<file path="src/rtl/pip_pkg.sv">
package pip_pkg;

    // Default sizes of the vertex table and of one coordinate.
    localparam int DEF_MAX_VERTICES = 64;
    localparam int DEF_COORD_BITS   = 16;

    // A polygon needs at least this many stored vertices before a test is made.
    localparam int MIN_TEST_VERTICES = 4;

    // Result status codes.
    typedef logic [1:0] status_t;
    localparam status_t ST_OK   = 2'd0;
    localparam status_t ST_FEW  = 2'd1;
    localparam status_t ST_FULL = 2'd2;

    // Item function codes.
    localparam logic FUNC_APPEND = 1'b0;
    localparam logic FUNC_TEST   = 1'b1;

endpackage

</file>
<file path="src/rtl/point_in_polygon_tester.sv">
// Point-in-polygon tester using ray casting with the even-odd rule. An append
// item (func 0) stores one vertex unless full, restart first empties the
// table, and its result strobes on the cycle after it is taken; busy is not
// raised. A test item (func 1) that finds fewer than four vertices, or a
// point outside the half-open bounding box, also answers on the next cycle.
// Otherwise the block walks every edge through the single read port of the
// vertex memory, one vertex per cycle, and a shared pair of cross-multipliers
// compares each edge crossing with the point: busy stays high through the
// walk, and the result strobes in the same cycle that busy falls. The result
// is shown on inside_res and status for exactly one cycle while result_valid
// is high; there is no way to hold it, so the receiver must take it then. A
// new item may be started in that same cycle.
module point_in_polygon_tester #(
    parameter int MAX_VERTICES = pip_pkg::DEF_MAX_VERTICES,
    parameter int COORD_BITS   = pip_pkg::DEF_COORD_BITS
) (
    input  logic                          clk,
    input  logic                          rst_n,
    input  logic                          start,
    output logic                          busy,
    input  logic                          func,
    input  logic                          restart,
    input  logic signed [COORD_BITS-1:0]  coord_x,
    input  logic signed [COORD_BITS-1:0]  coord_y,
    output logic                          result_valid,
    output logic                          inside_res,
    output pip_pkg::status_t              status
);
    import pip_pkg::*;

    localparam int AW    = (MAX_VERTICES > 1) ? $clog2(MAX_VERTICES) : 1;
    localparam int CNT_W = $clog2(MAX_VERTICES + 1);
    localparam int DW    = COORD_BITS + 1;
    localparam int PW    = 2 * DW;

    localparam logic S_IDLE = 1'b0;
    localparam logic S_WALK = 1'b1;

    localparam logic signed [COORD_BITS-1:0] BOX_TOP = {1'b0, {(COORD_BITS-1){1'b1}}};
    localparam logic signed [COORD_BITS-1:0] BOX_BOT = {1'b1, {(COORD_BITS-1){1'b0}}};

    // Control state.
    logic             state_reg, state_next;
    logic [CNT_W-1:0] count_reg, count_next;
    logic             rd_active_reg, rd_active_next;
    logic [CNT_W-1:0] rd_cnt_reg, rd_cnt_next;
    logic             rd_vld_reg, rd_vld_next;
    logic             rd_first_reg, rd_first_next;
    logic             rd_last_reg, rd_last_next;
    logic             e_vld_reg, e_vld_next;
    logic             e_last_reg, e_last_next;
    logic             m_vld_reg, m_vld_next;
    logic             m_last_reg, m_last_next;
    logic             parity_reg, parity_next;
    logic             strobe_reg, strobe_next;
    logic             inside_reg, inside_next;
    status_t          status_reg, status_next;

    logic signed [COORD_BITS-1:0] box_min_x_reg, box_min_x_next;
    logic signed [COORD_BITS-1:0] box_min_y_reg, box_min_y_next;
    logic signed [COORD_BITS-1:0] box_max_x_reg, box_max_x_next;
    logic signed [COORD_BITS-1:0] box_max_y_reg, box_max_y_next;

    // Datapath registers.
    logic [2*COORD_BITS-1:0]      vtx_mem [MAX_VERTICES];
    logic [2*COORD_BITS-1:0]      mem_q_reg;
    logic [2*COORD_BITS-1:0]      prev_reg;
    logic signed [COORD_BITS-1:0] px_reg, py_reg;
    logic signed [DW-1:0]         d1_reg, d2_reg, d3_reg, d4_reg;
    logic                         e_span_reg, m_span_reg;
    logic signed [PW-1:0]         p1_reg, p2_reg;

    // Combinational helpers.
    logic                         accept;
    logic                         wr_en;
    logic [AW-1:0]                wr_addr;
    logic [AW-1:0]                rd_addr;
    logic [CNT_W-1:0]             eff_count;
    logic signed [COORD_BITS-1:0] base_min_x, base_min_y, base_max_x, base_max_y;
    logic                         out_of_box;
    logic                         hit;
    logic signed [COORD_BITS-1:0] cur_x, cur_y, old_x, old_y;
    logic signed [COORD_BITS-1:0] ax, ay, bx, by;

    assign accept = start && (state_reg == S_IDLE);
    assign busy   = (state_reg != S_IDLE);

    assign result_valid = strobe_reg;
    assign inside_res   = inside_reg;
    assign status       = status_reg;

    // Table fill seen by an append, after an optional restart.
    assign eff_count  = restart ? '0 : count_reg;
    assign base_min_x = restart ? BOX_TOP : box_min_x_reg;
    assign base_min_y = restart ? BOX_TOP : box_min_y_reg;
    assign base_max_x = restart ? BOX_BOT : box_max_x_reg;
    assign base_max_y = restart ? BOX_BOT : box_max_y_reg;

    assign wr_en   = accept && (func == FUNC_APPEND) && (eff_count < CNT_W'(MAX_VERTICES));
    assign wr_addr = eff_count[AW-1:0];

    // The walk reads vertices 0 to n-1 and then vertex 0 again to close the ring.
    assign rd_addr = (rd_cnt_reg == count_reg) ? '0 : rd_cnt_reg[AW-1:0];

    // Half-open bounding box check of the incoming point.
    assign out_of_box = (coord_x < box_min_x_reg) || (coord_x >= box_max_x_reg) ||
                        (coord_y < box_min_y_reg) || (coord_y >= box_max_y_reg);

    // Edge end points, ordered so that a has the lower y.
    assign cur_x = mem_q_reg[COORD_BITS-1:0];
    assign cur_y = mem_q_reg[2*COORD_BITS-1:COORD_BITS];
    assign old_x = prev_reg[COORD_BITS-1:0];
    assign old_y = prev_reg[2*COORD_BITS-1:COORD_BITS];

    always_comb
    begin
        if (old_y > cur_y)
        begin
            ax = cur_x;
            ay = cur_y;
            bx = old_x;
            by = old_y;
        end
        else
        begin
            ax = old_x;
            ay = old_y;
            bx = cur_x;
            by = cur_y;
        end
    end

    // The crossing lies right of the point when (px-ax)*(by-ay) < (py-ay)*(bx-ax).
    assign hit = m_span_reg && (p1_reg < p2_reg);

    // Sequencer and table bookkeeping.
    always_comb
    begin
        state_next     = state_reg;
        count_next     = count_reg;
        rd_active_next = rd_active_reg;
        rd_cnt_next    = rd_cnt_reg;
        rd_vld_next    = 1'b0;
        rd_first_next  = rd_first_reg;
        rd_last_next   = rd_last_reg;
        e_vld_next     = rd_vld_reg && !rd_first_reg;
        e_last_next    = rd_last_reg;
        m_vld_next     = e_vld_reg;
        m_last_next    = e_last_reg;
        parity_next    = parity_reg;
        strobe_next    = 1'b0;
        inside_next    = 1'b0;
        status_next    = ST_OK;
        box_min_x_next = box_min_x_reg;
        box_min_y_next = box_min_y_reg;
        box_max_x_next = box_max_x_reg;
        box_max_y_next = box_max_y_reg;

        if (accept)
        begin
            if (func == FUNC_APPEND)
            begin
                strobe_next = 1'b1;
                if (eff_count >= CNT_W'(MAX_VERTICES))
                begin
                    status_next = ST_FULL;
                end
                else
                begin
                    count_next     = eff_count + CNT_W'(1);
                    box_min_x_next = (coord_x < base_min_x) ? coord_x : base_min_x;
                    box_min_y_next = (coord_y < base_min_y) ? coord_y : base_min_y;
                    box_max_x_next = (coord_x > base_max_x) ? coord_x : base_max_x;
                    box_max_y_next = (coord_y > base_max_y) ? coord_y : base_max_y;
                end
            end
            else if (count_reg < CNT_W'(MIN_TEST_VERTICES))
            begin
                strobe_next = 1'b1;
                status_next = ST_FEW;
            end
            else if (out_of_box)
            begin
                strobe_next = 1'b1;
            end
            else
            begin
                state_next     = S_WALK;
                rd_active_next = 1'b1;
                rd_cnt_next    = '0;
                parity_next    = 1'b0;
            end
        end

        if (state_reg == S_WALK)
        begin
            // Issue one memory read per cycle until the ring is closed.
            if (rd_active_reg)
            begin
                rd_vld_next   = 1'b1;
                rd_first_next = (rd_cnt_reg == '0);
                rd_last_next  = (rd_cnt_reg == count_reg);
                if (rd_cnt_reg == count_reg)
                begin
                    rd_active_next = 1'b0;
                end
                else
                begin
                    rd_cnt_next = rd_cnt_reg + CNT_W'(1);
                end
            end

            // Count crossings and finish on the closing edge.
            if (m_vld_reg)
            begin
                parity_next = parity_reg ^ hit;
                if (m_last_reg)
                begin
                    strobe_next = 1'b1;
                    inside_next = parity_reg ^ hit;
                    state_next  = S_IDLE;
                end
            end
        end
    end

    // Control registers.
    always_ff @(posedge clk or negedge rst_n)
    begin
        if (!rst_n)
        begin
            state_reg     <= S_IDLE;
            count_reg     <= '0;
            rd_active_reg <= 1'b0;
            rd_cnt_reg    <= '0;
            rd_vld_reg    <= 1'b0;
            rd_first_reg  <= 1'b0;
            rd_last_reg   <= 1'b0;
            e_vld_reg     <= 1'b0;
            e_last_reg    <= 1'b0;
            m_vld_reg     <= 1'b0;
            m_last_reg    <= 1'b0;
            parity_reg    <= 1'b0;
            strobe_reg    <= 1'b0;
            inside_reg    <= 1'b0;
            status_reg    <= ST_OK;
            box_min_x_reg <= BOX_TOP;
            box_min_y_reg <= BOX_TOP;
            box_max_x_reg <= BOX_BOT;
            box_max_y_reg <= BOX_BOT;
        end
        else
        begin
            state_reg     <= state_next;
            count_reg     <= count_next;
            rd_active_reg <= rd_active_next;
            rd_cnt_reg    <= rd_cnt_next;
            rd_vld_reg    <= rd_vld_next;
            rd_first_reg  <= rd_first_next;
            rd_last_reg   <= rd_last_next;
            e_vld_reg     <= e_vld_next;
            e_last_reg    <= e_last_next;
            m_vld_reg     <= m_vld_next;
            m_last_reg    <= m_last_next;
            parity_reg    <= parity_next;
            strobe_reg    <= strobe_next;
            inside_reg    <= inside_next;
            status_reg    <= status_next;
            box_min_x_reg <= box_min_x_next;
            box_min_y_reg <= box_min_y_next;
            box_max_x_reg <= box_max_x_next;
            box_max_y_reg <= box_max_y_next;
        end
    end

    // Vertex memory: one write port for appends, one registered read port for the walk.
    always_ff @(posedge clk)
    begin
        if (wr_en)
        begin
            vtx_mem[wr_addr] <= {coord_y, coord_x};
        end
        mem_q_reg <= vtx_mem[rd_addr];
    end

    // Edge pipeline: differences, then the two cross products.
    always_ff @(posedge clk)
    begin
        if (accept)
        begin
            px_reg <= coord_x;
            py_reg <= coord_y;
        end
        if (rd_vld_reg)
        begin
            prev_reg   <= mem_q_reg;
            d1_reg     <= DW'(px_reg) - DW'(ax);
            d2_reg     <= DW'(by) - DW'(ay);
            d3_reg     <= DW'(py_reg) - DW'(ay);
            d4_reg     <= DW'(bx) - DW'(ax);
            e_span_reg <= (ay < py_reg) && (py_reg < by);
        end
        p1_reg     <= PW'(d1_reg) * PW'(d2_reg);
        p2_reg     <= PW'(d3_reg) * PW'(d4_reg);
        m_span_reg <= e_span_reg;
    end

endmodule

</file>
<file path="config.mk">
export PLATFORM = sky130hd
export DESIGN_NAME = point_in_polygon_tester
export DESIGN_NICKNAME = d
export VERILOG_FILES = /design/src/rtl/pip_pkg.sv /design/src/rtl/point_in_polygon_tester.sv
export SDC_FILE = /design/constraint.sdc
export NUM_CORES = 2
export LEC_CHECK = 0
export ABC_CLOCK_PERIOD_IN_PS = 7700
export BUFFER_PORTS_ARGS = -buffer_cell sky130_fd_sc_hd__buf_2
export CORE_MARGIN = 1.5
export CORE_UTILIZATION = 50
export DETAILED_ROUTE_END_ITERATION = 10
export PLACE_DENSITY = 0.65
export SLEW_MARGIN = 5
export SYNTH_ARGS = -nofsm -noshare
export SYNTH_HDL_FRONTEND = slang
export SYNTH_SLANG_ARGS = --single-unit
export TNS_END_PERCENT = 20
</file>
<file path="constraint.sdc">
create_clock -name clk -period 7.7 [get_ports clk]
set_input_delay 0.385 -clock clk [delete_from_list [all_inputs] [get_ports clk]]
set_output_delay 0.385 -clock clk [all_outputs]
set_load 0.05 [all_outputs]
</file>
# Yosys cells after proc, flatten, opt, wreduce, memory -nomap -nowiden
# Memory sizes are Yosys's and may differ from the RTL's. A register that Yosys moved wholly into a read port is not among the register bits.
# Index checks and enable logic that the tools add are counted.
dict set report totals {
  memories 1
  ram_bits 2048
  romBits 0
  latch_bits 0
  word_cells 131
  register_bits 294
}
dict set report classes {
  mul 2
  shifts 0
  n_reduce_logical 13
  n_lt_le_gt_ge 15
  muxes 59
  addsub 6
  eq_ne 1
  div 0
  bitwise 4
}
# name depth width read_ports rd_ports_with_merged_regs wr line
set mem_list {}
lappend mem_list {vtx_mem 64 32 1 1 1 point_in_polygon_tester.sv:65} ;# logic [2*COORD_BITS-1:0] vtx_mem [MAX_VERTICES];
# cell count
set op_table {}
lappend op_table {{two-way mux 16 bit} 12}
lappend op_table {{< comparator 16 bit} 6}
lappend op_table {{multiplier 17 x 17 -> 34 bit} 2}
lappend op_table {{subtractor 16 x 16 -> 17 bit} 4}
lappend op_table {{two-way mux 7 bit} 8}
lappend op_table {{greater-than comparator 16 bit} 3}
lappend op_table {{two-way mux 1 bit} 35}
lappend op_table {{< comparator 34 bit} 1}
lappend op_table {{>= comparator 16 bit} 2}
lappend op_table {{adder 7 x 1 -> 7 bit (second input constant)} 2}
lappend op_table {{== test 7 bit} 1}
lappend op_table {{>= comparator 7 bit (second input constant)} 1}
lappend op_table {{zero test 7 bit} 1}
lappend op_table {{< comparator 7 x 3 -> 1 bit (second input constant)} 1}
lappend op_table {{< comparator 7 bit (second input constant)} 1}
lappend op_table {{logical AND 1 bit} 6}
lappend op_table {{two-way mux 2 bit} 3}
lappend op_table {{two-way mux 6 bit} 1}
lappend op_table {{logical OR 1 bit} 3}
lappend op_table {{NOT 1 bit} 3}
lappend op_table {{AND reduction 3 bit} 1}
lappend op_table {{AND reduction 2 bit} 1}
lappend op_table {{zero test 1 bit} 1}
lappend op_table {{XOR 1 bit} 1}

# Depth between registers and ports, before layout
dict set report logic_depth {
  word_depth 11
  mapped_depth 29
  mapped_depth_nobuf 25
}

# Least setup slack after synthesis
# Ideal clock, no wire load.
dict set report synth_path {
  kind {flip-flop to flip-flop}
  from {reg d1_reg[16]}
  to {reg p1_reg[33]}
  path_stages_with_launch 22
  arrival_time_ps 6164
  n_path_buf 1
  period_less_slack_ps 6236
  setup_ps 72
  setup_slack_ps 1464
  required_ps 7628
  cell_sequence {edfxtp_1 -> clkbuf_1 -> nand2_1 -> inv_1 -> fa_1 -> fa_1 -> fa_1 -> fa_1 -> fa_1 -> inv_1 -> fa_1 -> inv_1 -> ha_1 -> o21ai_0 -> nand2_1 -> a31o_2 -> o31ai_1 -> o21ai_0 -> nor3_1 -> o21bai_1 -> a21oi_1 -> xnor2_1}
}
dict set report synth_via {
  elab_chain_cells 1
}
# element line
set synth_rtl {}
lappend synth_rtl {{start, declared} point_in_polygon_tester.sv:69} ;# logic signed [DW-1:0] d1_reg, d2_reg, d3_reg, d4_reg;
lappend synth_rtl {{start signal, assigned} point_in_polygon_tester.sv:297} ;# d1_reg <= DW'(px_reg) - DW'(ax);
lappend synth_rtl {{multiplier 17 x 17 -> 34 bit} point_in_polygon_tester.sv:303} ;# p1_reg <= PW'(d1_reg) * PW'(d2_reg);
lappend synth_rtl {{end signal, assigned} point_in_polygon_tester.sv:303}
lappend synth_rtl {{end, declared} point_in_polygon_tester.sv:71} ;# logic signed [PW-1:0] p1_reg, p2_reg;
# Every way passes these cells.
# A chain may end at the register's enable or synchronous reset.

# Worst setup path in the final report
dict set report layout_path {
  from {reg d4_reg[2]}
  to {reg p2_reg[32]}
}
dict set report layout_via {
  elab_chain_cells 1
}
# element line
set layout_rtl {}
lappend layout_rtl {{start, declared} point_in_polygon_tester.sv:69}
lappend layout_rtl {{start signal, assigned} point_in_polygon_tester.sv:300} ;# d4_reg <= DW'(bx) - DW'(ax);
lappend layout_rtl {{multiplier 17 x 17 -> 34 bit} point_in_polygon_tester.sv:304} ;# p2_reg <= PW'(d3_reg) * PW'(d4_reg);
lappend layout_rtl {{end signal, assigned} point_in_polygon_tester.sv:304}
lappend layout_rtl {{end, declared} point_in_polygon_tester.sv:71}
# Every way passes these cells.

==> results.md <==
* Status: finished, final reports clean
* Via Count at between 80000 and 90000
* DR vias/cell at between 6 and 7
* Sequential fraction of the synthesis area at 0.571
* Hold Vio Cnt, Final at 0
* H-tree depth at 4
* Main flop type after synthesis: edfxtp_1
* Final Skew at between 0.1 and 0.15 ns
* Critical Path End Type: flip-flop
* Setup TNS at 0 ns
* NumNets Final at roughly 11000
* Period minus WS final at about 7.3 ns
* Grt ovf at 0
* Worst slew pin tran at approximately 1.4 ns
* Most frequent CP cell: fa_1
* Gp weighted congestion at a little over 0.9
* Number of max-cap violations at 0
* R2R setup slack at around 0.44 ns
* Top-area cell type share of the netlist area at 0.535
* Clk slew on worst S/H paths at around 0.06 ns
* Clock tree buffer depth at 3
* Netlist cell types at 103
* Cell Rows at about 180
* Combinational share of power at 0.369
* Starting Density at 0.503
* Post-DRT Antenna Nets at 0
* Final Cycle Share at 0.943
* Total die area at approximately 0.25 mm2
* Internal power at around 26000 uW
* Max reg flops at just over 2000
* Critical-path top delay cell: edfxtp_1
* Share of cells above drive strength 1 at 0.0756
* Area growth syn-to-layout at 10.1%
* Hold Path Class: in -> reg
* Worst Path Required at between 8 and 9 ns
* Top post-synthesis cells by count: 2181 x edfxtp_1, 1438 x nand2_1, 843 x inv_1
* Die Height at about 500 um
* First-pass GRT wire length at around 540000 um
* Critical path arrival at about 8.0 ns
* Post-synthesis cell area at 0.122 mm2
* Post-DP HPWL at ~220000 um
* Clock Latency Late Sink at ~0.93 ns
* Post-cts sizing count at 0
* Switching Share at 0.379
* DRC at 0
* CTS tree: done
* Worst Setup Start Kind: flip-flop
* Clock Sinks at 2374
* RSZ-0062 raised after global routing: no
* Initial DRC count at around 8700
* Aggregate routed wire length at approximately 360000 um
* Port bufs at between 40 and 50
* Placed insts at approximately 13000
* Synth area leaders: edfxtp_1 54%, fa_1 9.7%, nand2_1 4.4%
* Io pins at 42
* DR pass1 iterations at 6
* Post-CTS setup-driven buffer insertion count at 0
* Fin cells at 13500
* Pin count of the biggest net entering global routing at 185
* Sequential power share at 0.361
* Gr usage total at 0.290
* Peak supply drop at 0.289 mV
* Static Leak at 0.0503 uW
* Setup-failing EPs final at 0
* Largest delay share family, worst path: adder cells
* CP bufs+invs at 3
* Flops & latches, synth at between 2000 and 2500
* Fin. max-slew vios at 0
* Count leader, synth: edfxtp_1
* Initial antenna violation count at 20
* PwrDens at ~310 mW/mm2
* Max_slew headroom at 0.0660
* Synth warn at 0
* Max stage delay on crit path at a little under 0.8 ns
* Fillers at between 20000 and 25000
* Clock power frac at 0.270
* Sequential standard cell area at roughly 0.070 mm2
* Cell taking the most area after synthesis: edfxtp_1
* Switching power at between 15000 and 20000 uW
* Total power at ~42000 uW
* Syn Area/Cell at 12.0 um2
* Number of global-route vias before repair at roughly 80000
* Async SR Flop Fraction at 0.0388
* Placeable Area at about 0.24 mm2
* Hold_buf cts at 19
* Syn nets at between 10000 and 15000
* Area of the multi-input gates at approximately 0.047 mm2
* WL/cell at around 27 um
* Setup CP Type: reg -> reg
* CTS root buf: clkbuf_16
* Max Clk Rate at 138 MHz
* Number of CTS-inserted buffers at about 240
* Die W at approximately 500 um
* Crit-path max FO at 17
* Post-synth EDFFs at 2181
* Mapped Cells at 10200
* Sequence of cells on the critical path: nand2_1 > fa_1 > fa_1 > fa_1 > inv_1 > fa_1 > fa_1 > inv_1 > fa_1 > inv_1 > ha_1 > a21o_1 > a21o_1 > a21o_1 > o311ai_0 > a21oi_1 > o21ai_0 > a21oi_1 > nor3_1 > o31ai_1 > xnor2_1
## layer usage
metal,vias up,track usage,wire length [um]
li1,36200,-,-
met5,-,0,13
met2,3808,0.470,172000
met4,2,0.152,20900
met1,41500,0.383,140000
met3,633,0.0366,28900
## kinds of logic (layout without fill, tap and decap cells)
kind of cell / Yosys count / count (layout) / share of synthesized area
AND/OR/NAND/NOR: 3346 / 3346 / 0.131
flip-flops: 2374 / 2374 / 0.571
AO/OA/AOI/OAI: 1830 / 1830 / 0.101
buffers and inverters: 1475 / 1576 / 0.0462
adder cells (fa/ha/maj): 1010 / 1010 / 0.139
XOR/XNOR: 125 / 125 / 0.00895
multiplexers: 23 / 23 / 0.00203
other: 0 / 14 / 0
## power by group through the flow
stage | sequential, uW | combinational (uW) | clock, uW
floorplan | 15200 | 9730 | 0
global placement | 15500 | 15100 | 0
detailed placement | 15500 | 15400 | 0
CTS | 15200 | 15500 | 11500
global route | 15300 | 16800 | 12000
finish | 15200 | 15600 | 11400
## stage by stage
stage,worst slack (ns),hold WS (ns),util,cell area (um2)
floorplan,1.46,0.0894,-,122000
global placement,0.445,0.333,0.521,127000
detailed placement,0.440,0.350,0.521,127000
CTS,0.397,0.00726,0.554,135000
global route,0.0570,0.0295,0.554,135000
finish,0.440,0.0579,0.554,135000
## final timing paths
kind | from | endpoint | depth (start not counted)
max in group asynchronous | rst_n | rd_cnt_reg[0] | 3
setup / recovery | d4_reg[2] | p2_reg[32] | 21
hold / removal | coord_x[5] | vtx_mem[28][5] | 2
min in group asynchronous | rst_n | box_min_y_reg[6] | 2
setup reg to reg | d4_reg[2] | p2_reg[32] | 21
hold reg to reg | e_vld_reg | m_vld_reg | 0
## final cells by class
class / count / area share
Sequential cell: 2374 / 0.519
Antenna cell: 14 / 0.000260
Clock inverter: 146 / 0.0110
Tap cell: 3202 / 0.0297
Timing Repair Buffer: 293 / 0.0187
Multi-Input combinational cell: 6334 / 0.352
Inverter: 844 / 0.0236
Clock buffer: 293 / 0.0458
## cell usage in the layout (no fill, tap or decap), types with 66 or more instances in the layout
cell type  netlist  layout
a211oi_1       111     111
a21o_1          73      73
a21oi_1        545     545
a311oi_1       134     133
a31oi_1        141     141
and2_1         287     287
buf_4            1     216
clkbuf_16        0     237
dfxtp_1        101     101
edfxtp_1      2181    2181
fa_1           594     594
ha_1           396     396
inv_1          843     841
nand2_1       1438    1438
nand3_1        548     548
nor2_1         272     207
nor2_4           1      66
o211ai_1       525     525
o21ai_0         94      94
or3_1          528     528
xnor2_1         92      92
## worst reg2reg max path: stages, from the launching register on
cell	delay, ns
edfxtp_1	0.77
nand2_1	0.19
fa_1	0.54
fa_1	0.51
fa_1	0.52
inv_1	0.05
fa_1	0.49
fa_1	0.50
inv_1	0.05
fa_1	0.49
inv_1	0.05
ha_1	0.34
a21o_1	0.18
a21o_1	0.16
a21o_1	0.20
o311ai_0	0.67
a21oi_1	0.26
o21ai_0	0.48
a21oi_1	0.15
nor3_1	0.26
o31ai_1	0.13
xnor2_1	0.13
Power figures use the tool's default switching activity.
